$ cat src/rtl/core/itpd_pkg.sv
`default_nettype none

package itpd_pkg;

    localparam int unsigned PRESCALE_W = 7;
    localparam int unsigned PAYLOAD_W  = 32;
    localparam int unsigned HIGH_W     = 38;
    localparam int unsigned DELTA_W    = PAYLOAD_W + PRESCALE_W;
    localparam int unsigned TS_W       = 64;
    localparam int unsigned GTS_SHIFT  = 26;

    // action codes
    localparam logic [1:0] ACT_PACKET = 2'd0;
    localparam logic [1:0] ACT_EOT    = 2'd1;
    localparam logic [1:0] ACT_RESET  = 2'd2;

    // packet kinds; anything above PK_LOCAL_TS is bad or reserved
    localparam logic [3:0] PK_NOTSYNC   = 4'd0;
    localparam logic [3:0] PK_ASYNC     = 4'd1;
    localparam logic [3:0] PK_INC_EOT   = 4'd2;
    localparam logic [3:0] PK_DWT       = 4'd3;
    localparam logic [3:0] PK_SWIT      = 4'd4;
    localparam logic [3:0] PK_EXTENSION = 4'd5;
    localparam logic [3:0] PK_OVERFLOW  = 4'd6;
    localparam logic [3:0] PK_GTS1      = 4'd7;
    localparam logic [3:0] PK_GTS2      = 4'd8;
    localparam logic [3:0] PK_LOCAL_TS  = 4'd9;

    localparam logic [4:0] EXT_PAGE_CODE = 5'h02;
    localparam logic [2:0] ITK_LOCAL_BASE = 3'd2;

    localparam logic [TS_W-1:0] GTS_MASK_1 = 64'h0000_0000_0000_007F;
    localparam logic [TS_W-1:0] GTS_MASK_2 = 64'h0000_0000_0000_3FFF;
    localparam logic [TS_W-1:0] GTS_MASK_3 = 64'h0000_0000_001F_FFFF;
    localparam logic [TS_W-1:0] GTS_MASK_4 = 64'h0000_0000_03FF_FFFF;

    typedef enum logic [1:0] {
        SYNC_NONE   = 2'd0,
        SYNC_WAIT   = 2'd1,
        SYNC_DECODE = 2'd2
    } sync_state_t;

    typedef enum logic [1:0] {
        CAUSE_INIT  = 2'd0,
        CAUSE_RESET = 2'd1,
        CAUSE_BAD   = 2'd2,
        CAUSE_EOT   = 2'd3
    } cause_t;

    typedef enum logic [1:0] {
        IK_NO_SYNC = 2'd0,
        IK_EOT     = 2'd1,
        IK_ITM     = 2'd2,
        IK_FATAL   = 2'd3
    } item_kind_t;

    typedef enum logic [2:0] {
        ITK_SWIT         = 3'd0,
        ITK_DWT          = 3'd1,
        ITK_TS_SYNC      = 3'd2,
        ITK_TS_DELAY     = 3'd3,
        ITK_TS_PKT_DELAY = 3'd4,
        ITK_TS_PKT_TS    = 3'd5,
        ITK_TS_GLOBAL    = 3'd6
    } itm_kind_t;

    // packet held in the input register, with its prescaled delta
    typedef struct packed {
        logic [1:0]           action;
        logic [3:0]           packet_kind;
        logic [7:0]           source_id;
        logic [PAYLOAD_W-1:0] payload;
        logic [2:0]           payload_bytes;
        logic [HIGH_W-1:0]    high_value;
        logic [DELTA_W-1:0]   scaled_delta;
    } held_pkt_t;

    typedef struct packed {
        logic [1:0]           item_kind;
        logic [1:0]           unsync_reason;
        logic [2:0]           itm_kind;
        logic [2:0]           out_size;
        logic [PAYLOAD_W-1:0] out_value;
        logic [7:0]           out_source;
        logic                 overflow_seen;
        logic [TS_W-1:0]      timestamp;
        logic                 timestamp_valid;
        logic                 freq_changed;
    } result_t;

    function automatic logic [TS_W-1:0] gts_low_mask(input logic [2:0] nbytes);
        logic [TS_W-1:0] mask;
        case (nbytes)
            3'd0, 3'd1: mask = GTS_MASK_1;
            3'd2:       mask = GTS_MASK_2;
            3'd3:       mask = GTS_MASK_3;
            default:    mask = GTS_MASK_4;
        endcase
        return mask;
    endfunction

endpackage

`default_nettype wire

$ cat src/rtl/core/itpd_if.sv
`default_nettype none

interface itpd_pkt_if;
    logic                            valid;
    logic                            ready;
    logic [1:0]                      action;
    logic [3:0]                      packet_kind;
    logic [7:0]                      source_id;
    logic [itpd_pkg::PAYLOAD_W-1:0]  payload;
    logic [2:0]                      payload_bytes;
    logic [itpd_pkg::HIGH_W-1:0]     high_value;

    modport source (
        output valid, action, packet_kind, source_id, payload, payload_bytes, high_value,
        input  ready
    );
    modport sink (
        input  valid, action, packet_kind, source_id, payload, payload_bytes, high_value,
        output ready
    );
endinterface

interface itpd_item_if;
    logic                            valid;
    logic                            ready;
    logic [1:0]                      item_kind;
    logic [1:0]                      unsync_reason;
    logic [2:0]                      itm_kind;
    logic [2:0]                      out_size;
    logic [itpd_pkg::PAYLOAD_W-1:0]  out_value;
    logic [7:0]                      out_source;
    logic                            overflow_seen;
    logic [itpd_pkg::TS_W-1:0]       timestamp;
    logic                            timestamp_valid;
    logic                            freq_changed;

    modport source (
        output valid, item_kind, unsync_reason, itm_kind, out_size, out_value,
               out_source, overflow_seen, timestamp, timestamp_valid, freq_changed,
        input  ready
    );
    modport sink (
        input  valid, item_kind, unsync_reason, itm_kind, out_size, out_value,
               out_source, overflow_seen, timestamp, timestamp_valid, freq_changed,
        output ready
    );
endinterface

interface itpd_cfg_if;
    logic                             valid;
    logic                             ready;
    logic [itpd_pkg::PRESCALE_W-1:0]  data;

    modport source (
        output valid, data,
        input  ready
    );
    modport sink (
        input  valid, data,
        output ready
    );
endinterface

`default_nettype wire

$ cat src/rtl/core/itm_trace_packet_decoder.sv
// Path from packet accept to result valid: input register, then result register.
// Throughput: one packet per cycle unless the result side stalls; the prescale multiply
// sits in the input register stage and the 64-bit local time add in the decode stage,
// so neither limits the rate. Packets that produce no item cause no result-side bubble.
// Reset (rst_n, async, active low): no sync, cause init, timestamps and page zero,
// waiting for a high timestamp part, prescale 1, both stages empty.
`default_nettype none

module itm_trace_packet_decoder (
    input  wire logic    clk,
    input  wire logic    rst_n,
    itpd_pkt_if.sink     pkt,
    itpd_cfg_if.sink     cfg,
    itpd_item_if.source  item
);

    logic                 advance;
    logic                 held_valid;
    itpd_pkg::held_pkt_t  held;

    itpd_in_stage u_in_stage (
        .clk        (clk),
        .rst_n      (rst_n),
        .pkt        (pkt),
        .cfg        (cfg),
        .advance    (advance),
        .held_valid (held_valid),
        .held       (held)
    );

    itpd_decode u_decode (
        .clk        (clk),
        .rst_n      (rst_n),
        .held_valid (held_valid),
        .held       (held),
        .advance    (advance),
        .item       (item)
    );

endmodule

`default_nettype wire

$ cat src/rtl/core/itpd_in_stage.sv
`default_nettype none

module itpd_in_stage (
    input  wire logic          clk,
    input  wire logic          rst_n,
    itpd_pkt_if.sink           pkt,
    itpd_cfg_if.sink           cfg,
    input  wire logic          advance,
    output logic               held_valid,
    output itpd_pkg::held_pkt_t held
);

    logic [itpd_pkg::PRESCALE_W-1:0] prescale_reg;
    logic                            valid_reg;
    logic                            valid_next;
    itpd_pkg::held_pkt_t             held_reg;
    logic                            accept;

    assign cfg.ready  = 1'b1;
    assign pkt.ready  = !valid_reg || advance;
    assign accept     = pkt.valid && pkt.ready;
    assign held_valid = valid_reg;
    assign held       = held_reg;

    always_comb
    begin
        valid_next = valid_reg;
        if (accept)
        begin
            valid_next = 1'b1;
        end
        else if (advance)
        begin
            valid_next = 1'b0;
        end
    end

    always_ff @(posedge clk or negedge rst_n)
    begin
        if (!rst_n)
        begin
            prescale_reg <= itpd_pkg::PRESCALE_W'(1);
            valid_reg    <= 1'b0;
        end
        else
        begin
            valid_reg <= valid_next;
            if (cfg.valid && cfg.ready)
            begin
                prescale_reg <= cfg.data;
            end
        end
    end

    // scale the delta here so the decode stage only has the 64-bit add
    always_ff @(posedge clk)
    begin
        if (accept)
        begin
            held_reg.action        <= pkt.action;
            held_reg.packet_kind   <= pkt.packet_kind;
            held_reg.source_id     <= pkt.source_id;
            held_reg.payload       <= pkt.payload;
            held_reg.payload_bytes <= pkt.payload_bytes;
            held_reg.high_value    <= pkt.high_value;
            held_reg.scaled_delta  <= itpd_pkg::DELTA_W'(pkt.payload)
                                      * itpd_pkg::DELTA_W'(prescale_reg);
        end
    end

endmodule

`default_nettype wire

$ cat src/rtl/core/itpd_decode.sv
`default_nettype none

module itpd_decode (
    input  wire logic                 clk,
    input  wire logic                 rst_n,
    input  wire logic                 held_valid,
    input  wire itpd_pkg::held_pkt_t  held,
    output logic                      advance,
    itpd_item_if.source               item
);

    itpd_pkg::sync_state_t        sync_reg, sync_next;
    itpd_pkg::cause_t             cause_reg, cause_next;
    logic [itpd_pkg::TS_W-1:0]    local_reg, local_next;
    logic [itpd_pkg::TS_W-1:0]    global_reg, global_next;
    logic [7:0]                   page_reg, page_next;
    logic                         await_reg, await_next;
    logic                         ovf_reg, ovf_next;
    logic                         freq_reg, freq_next;

    logic                         out_valid_reg, out_valid_next;
    itpd_pkg::result_t            res_reg, res;
    logic                         emit;

    logic [itpd_pkg::TS_W-1:0]    gts1_time;
    logic [itpd_pkg::TS_W-1:0]    gts2_time;
    logic [itpd_pkg::TS_W-1:0]    local_sum;
    logic                         gts1_await;
    logic                         gts1_freq;

    assign advance = held_valid && (!out_valid_reg || item.ready);

    assign gts1_time  = (global_reg & ~itpd_pkg::gts_low_mask(held.payload_bytes))
                        | itpd_pkg::TS_W'(held.payload);
    assign gts2_time  = (global_reg & itpd_pkg::GTS_MASK_4)
                        | {held.high_value, itpd_pkg::GTS_SHIFT'(0)};
    assign local_sum  = local_reg + itpd_pkg::TS_W'(held.scaled_delta);
    assign gts1_await = await_reg || held.source_id[1];
    assign gts1_freq  = freq_reg || held.source_id[0];

    always_comb
    begin
        sync_next   = sync_reg;
        cause_next  = cause_reg;
        local_next  = local_reg;
        global_next = global_reg;
        page_next   = page_reg;
        await_next  = await_reg;
        ovf_next    = ovf_reg;
        freq_next   = freq_reg;
        emit        = 1'b0;
        res         = '0;

        if (advance)
        begin
            case (held.action)
                itpd_pkg::ACT_EOT:
                begin
                    emit              = 1'b1;
                    res.item_kind     = itpd_pkg::IK_EOT;
                    res.unsync_reason = itpd_pkg::CAUSE_EOT;
                end
                itpd_pkg::ACT_RESET:
                begin
                    cause_next = itpd_pkg::CAUSE_RESET;
                end
                itpd_pkg::ACT_PACKET:
                begin
                    if (sync_reg == itpd_pkg::SYNC_DECODE)
                    begin
                        case (held.packet_kind)
                            itpd_pkg::PK_NOTSYNC:
                            begin
                                sync_next   = itpd_pkg::SYNC_NONE;
                                local_next  = '0;
                                global_next = '0;
                                page_next   = '0;
                                await_next  = 1'b1;
                                ovf_next    = 1'b0;
                                freq_next   = 1'b0;
                            end
                            itpd_pkg::PK_ASYNC, itpd_pkg::PK_INC_EOT:
                            begin
                            end
                            itpd_pkg::PK_DWT:
                            begin
                                emit              = 1'b1;
                                res.item_kind     = itpd_pkg::IK_ITM;
                                res.itm_kind      = itpd_pkg::ITK_DWT;
                                res.out_size      = held.payload_bytes;
                                res.out_value     = held.payload;
                                res.out_source    = held.source_id;
                                res.overflow_seen = ovf_reg;
                                ovf_next          = 1'b0;
                            end
                            itpd_pkg::PK_SWIT:
                            begin
                                emit              = 1'b1;
                                res.item_kind     = itpd_pkg::IK_ITM;
                                res.itm_kind      = itpd_pkg::ITK_SWIT;
                                res.out_size      = held.payload_bytes;
                                res.out_value     = held.payload;
                                res.out_source    = {page_reg[2:0], held.source_id[4:0]};
                                res.overflow_seen = ovf_reg;
                                ovf_next          = 1'b0;
                            end
                            itpd_pkg::PK_EXTENSION:
                            begin
                                if (!held.source_id[7]
                                    && held.source_id[4:0] == itpd_pkg::EXT_PAGE_CODE)
                                begin
                                    page_next = held.payload[7:0];
                                end
                            end
                            itpd_pkg::PK_OVERFLOW:
                            begin
                                local_next = '0;
                                ovf_next   = 1'b1;
                            end
                            itpd_pkg::PK_GTS1:
                            begin
                                global_next = gts1_time;
                                await_next  = gts1_await;
                                freq_next   = gts1_freq;
                                // hold the item back while a high part is awaited; source bit 1 sets the wait again
                                if (!gts1_await)
                                begin
                                    emit                = 1'b1;
                                    res.item_kind       = itpd_pkg::IK_ITM;
                                    res.itm_kind        = itpd_pkg::ITK_TS_GLOBAL;
                                    res.overflow_seen   = ovf_reg;
                                    res.timestamp       = gts1_time;
                                    res.timestamp_valid = 1'b1;
                                    res.freq_changed    = gts1_freq;
                                    ovf_next            = 1'b0;
                                    freq_next           = 1'b0;
                                end
                            end
                            itpd_pkg::PK_GTS2:
                            begin
                                global_next         = gts2_time;
                                await_next          = 1'b0;
                                freq_next           = 1'b0;
                                ovf_next            = 1'b0;
                                emit                = 1'b1;
                                res.item_kind       = itpd_pkg::IK_ITM;
                                res.itm_kind        = itpd_pkg::ITK_TS_GLOBAL;
                                res.overflow_seen   = ovf_reg;
                                res.timestamp       = gts2_time;
                                res.timestamp_valid = 1'b1;
                                res.freq_changed    = freq_reg;
                            end
                            itpd_pkg::PK_LOCAL_TS:
                            begin
                                local_next          = local_sum;
                                ovf_next            = 1'b0;
                                emit                = 1'b1;
                                res.item_kind       = itpd_pkg::IK_ITM;
                                res.itm_kind        = itpd_pkg::ITK_LOCAL_BASE
                                                      + {1'b0, held.source_id[1:0]};
                                res.out_size        = held.payload_bytes;
                                res.out_value       = held.payload;
                                res.overflow_seen   = ovf_reg;
                                res.timestamp       = local_sum;
                                res.timestamp_valid = 1'b1;
                            end
                            default:
                            begin
                                // bad or reserved packet: drop sync and report
                                cause_next        = itpd_pkg::CAUSE_BAD;
                                sync_next         = itpd_pkg::SYNC_NONE;
                                local_next        = '0;
                                global_next       = '0;
                                page_next         = '0;
                                await_next        = 1'b1;
                                ovf_next          = 1'b0;
                                freq_next         = 1'b0;
                                emit              = 1'b1;
                                res.item_kind     = itpd_pkg::IK_FATAL;
                                res.unsync_reason = itpd_pkg::CAUSE_BAD;
                            end
                        endcase
                    end
                    else
                    begin
                        if (sync_reg == itpd_pkg::SYNC_NONE)
                        begin
                            emit              = 1'b1;
                            res.item_kind     = itpd_pkg::IK_NO_SYNC;
                            res.unsync_reason = cause_reg;
                            sync_next         = itpd_pkg::SYNC_WAIT;
                        end
                        if (held.packet_kind == itpd_pkg::PK_ASYNC)
                        begin
                            sync_next = itpd_pkg::SYNC_DECODE;
                        end
                    end
                end
                default:
                begin
                end
            endcase
        end
    end

    always_comb
    begin
        out_valid_next = out_valid_reg;
        if (advance)
        begin
            out_valid_next = emit;
        end
        else if (item.ready)
        begin
            out_valid_next = 1'b0;
        end
    end

    always_ff @(posedge clk or negedge rst_n)
    begin
        if (!rst_n)
        begin
            sync_reg      <= itpd_pkg::SYNC_NONE;
            cause_reg     <= itpd_pkg::CAUSE_INIT;
            local_reg     <= '0;
            global_reg    <= '0;
            page_reg      <= '0;
            await_reg     <= 1'b1;
            ovf_reg       <= 1'b0;
            freq_reg      <= 1'b0;
            out_valid_reg <= 1'b0;
        end
        else
        begin
            sync_reg      <= sync_next;
            cause_reg     <= cause_next;
            local_reg     <= local_next;
            global_reg    <= global_next;
            page_reg      <= page_next;
            await_reg     <= await_next;
            ovf_reg       <= ovf_next;
            freq_reg      <= freq_next;
            out_valid_reg <= out_valid_next;
        end
    end

    always_ff @(posedge clk)
    begin
        if (advance && emit)
        begin
            res_reg <= res;
        end
    end

    assign item.valid           = out_valid_reg;
    assign item.item_kind       = res_reg.item_kind;
    assign item.unsync_reason   = res_reg.unsync_reason;
    assign item.itm_kind        = res_reg.itm_kind;
    assign item.out_size        = res_reg.out_size;
    assign item.out_value       = res_reg.out_value;
    assign item.out_source      = res_reg.out_source;
    assign item.overflow_seen   = res_reg.overflow_seen;
    assign item.timestamp       = res_reg.timestamp;
    assign item.timestamp_valid = res_reg.timestamp_valid;
    assign item.freq_changed    = res_reg.freq_changed;

endmodule

`default_nettype wire

$ cat src/flat_wrapper.sv
// flat-port wrapper written by rule: the top's interface ports become plain ports
module itm_trace_packet_decoder_flat 
  (clk, rst_n, pkt_valid, pkt_action, pkt_packet_kind, pkt_source_id, pkt_payload, pkt_payload_bytes, pkt_high_value, pkt_ready, cfg_valid, cfg_data, cfg_ready, item_valid, item_item_kind, item_unsync_reason, item_itm_kind, item_out_size, item_out_value, item_out_source, item_overflow_seen, item_timestamp, item_timestamp_valid, item_freq_changed, item_ready);
  itpd_pkt_if pkt_i ();
  itpd_cfg_if cfg_i ();
  itpd_item_if item_i ();
  input  wire logic clk;
  input  wire logic rst_n;
  input wire logic [$bits(pkt_i.valid)-1:0] pkt_valid;
  input wire logic [$bits(pkt_i.action)-1:0] pkt_action;
  input wire logic [$bits(pkt_i.packet_kind)-1:0] pkt_packet_kind;
  input wire logic [$bits(pkt_i.source_id)-1:0] pkt_source_id;
  input wire logic [$bits(pkt_i.payload)-1:0] pkt_payload;
  input wire logic [$bits(pkt_i.payload_bytes)-1:0] pkt_payload_bytes;
  input wire logic [$bits(pkt_i.high_value)-1:0] pkt_high_value;
  output wire logic [$bits(pkt_i.ready)-1:0] pkt_ready;
  input wire logic [$bits(cfg_i.valid)-1:0] cfg_valid;
  input wire logic [$bits(cfg_i.data)-1:0] cfg_data;
  output wire logic [$bits(cfg_i.ready)-1:0] cfg_ready;
  output wire logic [$bits(item_i.valid)-1:0] item_valid;
  output wire logic [$bits(item_i.item_kind)-1:0] item_item_kind;
  output wire logic [$bits(item_i.unsync_reason)-1:0] item_unsync_reason;
  output wire logic [$bits(item_i.itm_kind)-1:0] item_itm_kind;
  output wire logic [$bits(item_i.out_size)-1:0] item_out_size;
  output wire logic [$bits(item_i.out_value)-1:0] item_out_value;
  output wire logic [$bits(item_i.out_source)-1:0] item_out_source;
  output wire logic [$bits(item_i.overflow_seen)-1:0] item_overflow_seen;
  output wire logic [$bits(item_i.timestamp)-1:0] item_timestamp;
  output wire logic [$bits(item_i.timestamp_valid)-1:0] item_timestamp_valid;
  output wire logic [$bits(item_i.freq_changed)-1:0] item_freq_changed;
  input wire logic [$bits(item_i.ready)-1:0] item_ready;
  assign pkt_i.valid = pkt_valid;
  assign pkt_i.action = pkt_action;
  assign pkt_i.packet_kind = pkt_packet_kind;
  assign pkt_i.source_id = pkt_source_id;
  assign pkt_i.payload = pkt_payload;
  assign pkt_i.payload_bytes = pkt_payload_bytes;
  assign pkt_i.high_value = pkt_high_value;
  assign pkt_ready = pkt_i.ready;
  assign cfg_i.valid = cfg_valid;
  assign cfg_i.data = cfg_data;
  assign cfg_ready = cfg_i.ready;
  assign item_valid = item_i.valid;
  assign item_item_kind = item_i.item_kind;
  assign item_unsync_reason = item_i.unsync_reason;
  assign item_itm_kind = item_i.itm_kind;
  assign item_out_size = item_i.out_size;
  assign item_out_value = item_i.out_value;
  assign item_out_source = item_i.out_source;
  assign item_overflow_seen = item_i.overflow_seen;
  assign item_timestamp = item_i.timestamp;
  assign item_timestamp_valid = item_i.timestamp_valid;
  assign item_freq_changed = item_i.freq_changed;
  assign item_i.ready = item_ready;
  itm_trace_packet_decoder u_core (.clk(clk), .rst_n(rst_n), .pkt(pkt_i), .cfg(cfg_i), .item(item_i));
endmodule
$ cat config.mk
export PLATFORM = sky130hd
export DESIGN_NAME = itm_trace_packet_decoder_flat
export DESIGN_NICKNAME = d
export VERILOG_FILES = /design/src/rtl/core/itpd_pkg.sv /design/src/rtl/core/itpd_if.sv /design/src/rtl/core/itm_trace_packet_decoder.sv /design/src/rtl/core/itpd_in_stage.sv /design/src/rtl/core/itpd_decode.sv /design/src/flat_wrapper.sv
export SDC_FILE = /design/constraint.sdc
export NUM_CORES = 1
export LEC_CHECK = 0
export CORE_ASPECT_RATIO = 1.5
export CORE_MARGIN = 2
export CORE_UTILIZATION = 40
export DETAILED_ROUTE_END_ITERATION = 8
export DONT_BUFFER_PORTS = 1
export GPL_ROUTABILITY_DRIVEN = 0
export PLACE_DENSITY_LB_ADDON = 0.25
export SLEW_MARGIN = 20
export SYNTH_ARGS = -nofsm -noshare
export SYNTH_HDL_FRONTEND = slang
export SYNTH_SLANG_ARGS = --single-unit
export TNS_END_PERCENT = 5
$ cat constraint.sdc
create_clock -name clk -period 5.6 [get_ports clk]
set_clock_uncertainty 0.15 [all_clocks]
set_input_delay 1.12 -clock clk [delete_from_list [all_inputs] [get_ports clk]]
set_output_delay 1.12 -clock clk [all_outputs]
set_load 0.01 [all_outputs]
==> results of run 1 <==
-- cells by family after synthesis --
group	Yosys count	share of synthesized area, %
other	1	0.0155
DFF	390	45.3
muxes	12	0.557
xor gates and xnor gates	90	3.25
buffers and inverters	258	4.07
and+or+nand+nor	778	15.7
AOI/OAI and AO/OA	520	13.8
adders and majority gates	246	17.3
-- report_power, final --
part	switching [mW]	internal, mW	total (mW)
Combinational	2.79	2.49	5.28
Sequential	0.197	3.55	3.75
Clock	1.21	1.55	2.76
-- stage by stage --
step                      util, %  cell area, µm²
after floorplan                 -           24400
after global placement       42.7           25600
after detailed placement     42.7           25600
after CTS                    45.0           27000
after global routing         45.1           27000
final                        45.1           27000
-- cells in the mapped netlist, types with 25 or more instances --
| master | n | area, µm² |
|---|---|---|
| a21o_1 | 40 | 300 |
| a21oi_1 | 123 | 616 |
| a22oi_1 | 48 | 360 |
| a31oi_1 | 25 | 156 |
| and2_1 | 218 | 1360 |
| clkbuf_1 | 93 | 349 |
| dfrtp_1 | 145 | 3630 |
| edfxtp_1 | 243 | 7300 |
| fa_1 | 150 | 3000 |
| ha_1 | 96 | 1200 |
| inv_1 | 151 | 567 |
| nand2_1 | 280 | 1050 |
| nand3_1 | 58 | 290 |
| nor2_1 | 109 | 409 |
| nor3_1 | 26 | 130 |
| o21ai_0 | 139 | 696 |
| xnor2_1 | 48 | 420 |
| xor2_1 | 42 | 368 |
-- layer usage --
| layer | vias up | GRT usage [%] | share of wire [%] |
|---|---|---|---|
| li1 | 8031 | - | - |
| met1 | 8603 | 26.9 | 42 |
| met3 | 114 | 3.34 | 5.3 |
| met2 | 466 | 36.0 | 49 |
| met5 | - | 0 | 0 |
| met4 | 0 | 6.81 | 3.1 |
-- area by class of cell --
type                       instances  area (µm²)
clock inverter                    17         180
clock buffer                      60        1160
tap                              784         981
inverter                         151         569
sequential                       390       11000
fill                            5726       33000
multi-input combinational       1647       12500
timing repair buffer              84         681
-- worst register-to-register path: cells and delay by family (launching register included) --
family / cells / cell delay (ps)
xor+xnor: 1 / 140
simple gates: 4 / 680
fa+ha+maj: 5 / 2380
flops: 1 / 530
compound gates: 6 / 1120
buf+inv: 3 / 250
-- what timing repair did --
action | in CTS | in global routing
endpoints found under the hold margin | 0 | 0
resized for setup | 6 | 0
setup endpoints to repair | 7 | 8
pin swaps | 0 | 0
setup buffers | 0 | 3
-- final timing paths --
kind | cells past startpoint | slack, ps | end | start
worst max-delay path | 19 | 100 | u_core.u_in_stage.held[37] | u_core.u_in_stage.prescale_reg[6]
worst min-delay path | 0 | 90 | u_core.u_decode.global_reg[7] | rst_n
worst max register to register | 19 | 100 | u_core.u_in_stage.held[37] | u_core.u_in_stage.prescale_reg[6]
worst min register to register | 2 | 320 | u_core.u_decode.global_reg[50] | u_core.u_decode.global_reg[50]
max in group asynchronous | 0 | 4800 | u_core.u_in_stage.prescale_reg[0] | rst_n
min in group clk | 2 | 320 | u_core.u_decode.global_reg[50] | u_core.u_decode.global_reg[50]
==> reports/qor.csv, run 1 <==
stage,metric,value,unit
status,status,completed,
yosys,synth-seq-cells,390,
floorplan,row_count,110,
yosys,yosysWarnings,0,
layout,final_common_cell,nand2_1,
clock_tree,clock_latency,580,ps
pwr,p_total,11.8,mW
layout,diodes,0,
floorplan,initial_core_util,40.4,%
clock_tree,htree_levels,2,
sta,fin_crit_sh,98.2,%
routing,drtIter0Drc,1262,
sta,setup_viol,0,
pwr,ir_drop,0.260,mV
yosys,async_reset_ff_share,37.7,%
setup_path,critPathBufInv,3,
clock_tree,cts_hold_buf,0,
clock_tree,clock_path_buffers,3,
sta,period_needed,5500,ps
grt,antenna_found_initial,0,
routing,vias,17214,
pwr,leakagePower,11.4,nW
setup_path,crit_family,adder cells,
setup_path,crit_required,5750,ps
grt,grt_usage,21.0,%
layout,stdcell_count,3133,
worst_hold_path,hp-class,input port to asynchronous set/reset pin,
grt,grt_pass1_vias,17943,
placed_design,io_buffers,0,
yosys,yosysSeqAreaShare,45.3,%
job,drv_cap,0,
clock_tree,cts_tree,built,
layout,layout_common_cells,"nand2_1 (278), edfxtp_1 (243), and2_1 (215)",
floorplan,die_height,306,µm
yosys,syn-num-nets,2640,
clock_tree,cts_inserted_buffers,42,
yosys,synth_edf_count,243,
routing,antenna_left,0,
layout,largest_reg_flops,126,
setup_path,crit_top_cell,fa_1,
layout,area_delta_synth_final,11.5,%
grt,grt_pass1_wl,103000,µm
setup_path,crit_type,flop to flop,
placed_design,place_ws,-463,ps
setup_path,critPathMaxStageDelay,550,ps
yosys,avgSynthCellArea,10.6,µm²
layout,fin_nets,2661,
yosys,ys.flop_type,edfxtp_1,
routing,drt-wirelength-per-cell,20.7,µm
setup_path,critical_path_arrival,5650,ps
setup_path,startpoint_type,flop,
placed_design,dp_cells,3053,
yosys,synthCells,2295,
clock_tree,cts_sinks,390,
floorplan,ioPinCount,219,
placed_design,dp_hpwl,47200,µm
yosys,yosysUniqueCellTypes,69,
yosys,synth_area,24300,µm²
floorplan,core-area,60000,µm²
sta,tightest_slew,878,ps
setup_path,crit_path_cell_trace,"and2_1, fa_1, fa_1, fa_1, inv_1, fa_1, inv_1, ha_1, nand2_1, buf_4, nor3_2, nand2_1, o21ai_1, o21ai_2, o31ai_2, o41ai_2, o21ai_1, a21oi_1, xnor2_1",
sta,rsz0062_at_grt,true,
pwr,power_density,436,nW/µm²
sta,clock.fmax,182,MHz
clock_tree,clockRootBuffer,clkbuf_16,
routing,drc,0,
setup_path,cp-end-kind,flop,
floorplan,die_area,62700,µm²
grt,grt_overflow,0,
sta,whs,90.7,ps
setup_path,crit_path_top_delay_cell,fa_1,
setup_path,critPathMaxFanout,15,
sta,slew-limit-headroom,41.4,%
routing,viasPerCell,5.49,
grt,grt_start_max_net_pins,148,
routing,routed_wl,65000,µm
sta,drv_slew,0,
sta,final_hold_viol_count,0,
layout,drive_above_1_share,9.03,%
routing,first_pass_iters,6,
sta,setup_ws,101,ps
floorplan,fp.dieW,205,µm
clock_tree,clkTransAtPathRegs,70,ps
sta,finalSetupTns,0,ps
Power figures use the tool's default switching activity.
==> run 2: changes to the inputs <==
--- a/config.mk
+++ b/config.mk
@@ -6,7 +6,6 @@
 export NUM_CORES = 1
 export LEC_CHECK = 0
 export CORE_ASPECT_RATIO = 1.5
-export CORE_MARGIN = 2
 export CORE_UTILIZATION = 40
 export DETAILED_ROUTE_END_ITERATION = 8
 export DONT_BUFFER_PORTS = 1
==> constraint.sdc (replaced) <==
create_clock -name clk -period 5.9 [get_ports clk]
set_clock_uncertainty 0.15 [all_clocks]
set_input_delay 1.18 -clock clk [delete_from_list [all_inputs] [get_ports clk]]
set_output_delay 1.18 -clock clk [all_outputs]
set_load 0.01 [all_outputs]
==> run 2 against run 1 <==
Hold slack gained 87 ps. Critical path type is now input port to flop. Via count shrank 0.41%. Clock power shrank 4%. Worst setup slack gained 190 ps. Global-route usage grew 0.15 points. Non-clock buffer count shrank 9. Routed wire length shrank 1.0%. Combinational power shrank 9.7%. Final area shrank 0.56%. Largest power group unchanged. Largest cell class unchanged.
==> reports/qor.csv, run 2 (synthesized netlist as in run 1, its figures left out) <==
stage,metric,value,unit
sta,clock.fmax,178,MHz
setup_path,critPathMaxFanout,8,
job,drv_cap,0,
sta,period_needed,5610,ps
clock_tree,clock_path_buffers,3,
routing,drt-wirelength-per-cell,20.6,µm
worst_hold_path,hp-class,input port to asynchronous set/reset pin,
setup_path,crit_type,input port to flop,
layout,finish.utilization,44.8,%
sta,finalSetupTns,0,ps
grt,grt_overflow,0,
clock_tree,cts_tree,built,
setup_path,critPathMaxStageDelay,550,ps
setup_path,startpoint_type,input port,
layout,layout_common_cells,"nand2_1 (279), edfxtp_1 (243), and2_1 (217)",
placed_design,io_buffers,0,
routing,drc,0,
setup_path,critical_path_arrival,5790,ps
pwr,ir_drop,0.227,mV
floorplan,row_count,110,
grt,antenna_found_initial,0,
clock_tree,clock_latency,580,ps
layout,final_common_cell,nand2_1,
layout,diodes,0,
layout,fin_nets,2652,
pwr,power_density,408,nW/µm²
placed_design,dp_hpwl,46500,µm
floorplan,ioPinCount,219,
routing,routed_wl,64300,µm
grt,grt_pass1_wl,101000,µm
floorplan,core-area,60000,µm²
routing,antenna_left,0,
sta,tightest_slew,964,ps
routing,viasPerCell,5.49,
grt,grt_pass1_vias,17876,
floorplan,die_area,61600,µm²
clock_tree,cts_inserted_buffers,42,
routing,drtIter0Drc,1050,
grt,grt_start_max_net_pins,148,
setup_path,reg2reg_from,u_core.u_in_stage.prescale_reg[6],
sta,setup_viol,0,
sta,final_hold_viol_count,0,
clock_tree,cts_sinks,390,
placed_design,place_area,25500,µm²
setup_path,crit_path_cell_trace,"and2_1, fa_1, fa_1, fa_1, inv_1, fa_1, inv_1, ha_1, nand2_1, o21ai_0, a21oi_1, o211ai_1, a21oi_2, nand3_1, nand2_1, o31a_1, a31o_2, o21ai_1, xnor2_1",
sta,fin_crit_sh,95.0,%
layout,area_delta_synth_final,10.8,%
sta,drv_slew,0,
pwr,leakagePower,11.4,nW
layout,drive_above_1_share,8.50,%
clock_tree,clkTransAtPathRegs,60,ps
clock_tree,clockRootBuffer,clkbuf_16,
clock_tree,htree_levels,2,
floorplan,initial_core_util,40.4,%
routing,first_pass_iters,7,
setup_path,crit_top_cell,fa_1,
setup_path,r2r-end,u_core.u_in_stage.held[38],
floorplan,fp.dieW,203,µm
setup_path,crit_path_top_delay_cell,fa_1,
clock_tree,cts_hold_buf,0,
sta,slew-limit-headroom,35.4,%
layout,fill_cells,5742,
layout,largest_reg_flops,126,
floorplan,die_height,304,µm
setup_path,crit_required,6080,ps
layout,final_area,26900,µm²
setup_path,reg2reg_slack,320,ps
routing,vias,17144,
grt,grt_usage,21.1,%
setup_path,cp-end-kind,flop,
status,status,completed,
setup_path,r2r_cells,20,
## run 2: changes by cell type in the layout (fill, tap and decap cells not counted), moves of 3 or more
cell      previous run  this run
buf_4               80        71
clkbuf_1            15         3
clkbuf_8             2         5
clkinv_2             5        15
ha_1                88        95
ha_4                 8         1
inv_1              147       150
inv_2                3         0
inv_6                2         5
## run 2: power by group
part           internal [mW]  total [mW]  leakage (nW)  switching, mW
combinational           2.19        4.77          6.36           2.58
clock                   1.50        2.65         0.698           1.15
sequential              3.37        3.55          4.33          0.184
## run 2: worst max-delay path by stage
stage / start / end / depth (start not counted)
floorplan: pkt_payload[5] / u_core.u_in_stage.held[36] / 19
global placement: pkt_payload[5] / u_core.u_in_stage.held[36] / 19
detailed placement: pkt_payload[5] / u_core.u_in_stage.held[36] / 19
CTS: u_core.u_in_stage.prescale_reg[1] / u_core.u_in_stage.held[37] / 20
global route: u_core.u_in_stage.prescale_reg[6] / u_core.u_in_stage.held[36] / 20
finish: pkt_payload[5] / u_core.u_in_stage.held[38] / 19
## run 2: stage by stage
step	setup slack, ps	cells	hold WS [ps]	total power, mW
after floorplan	-11.1	2295	295	6.96
after global placement	-296	3046	306	8.28
after detailed placement	-410	3046	311	8.37
after CTS	96.9	3124	106	11.1
after global routing	-16.2	3125	140	11.9
final	294	3125	178	11.0
## run 2: worst max-delay path, delay by kind of cell
family	cells	cell delay, ps
adders and majority gates	5	2440
AOI/OAI and AO/OA	7	1480
and+or+nand+nor	4	500
xor gates and xnor gates	1	100
buffers and inverters	2	90
## run 2: final cells by class
type	instances	area (µm²)	share of cell area [%]
clock buffer	53	1210	4.49
multi-input combinational	1647	12400	46.0
sequential	390	11000	40.9
inverter	151	569	2.12
timing repair buffer	75	613	2.28
clock inverter	25	169	0.628
tap	784	981	3.65
## run 2: routing by layer
metal | up-vias | track usage [%] | wire, µm
li1 | 8009 | - | -
met1 | 8544 | 26.7 | 27200
met2 | 499 | 36.3 | 31700
met3 | 92 | 3.96 | 3640
met4 | 0 | 7.11 | 1770
met5 | - | 0 | 0
## run 2: what timing repair did
item,in CTS,in global routing
setup buffers,0,1
resized for setup,0,7
setup endpoints to repair,0,9
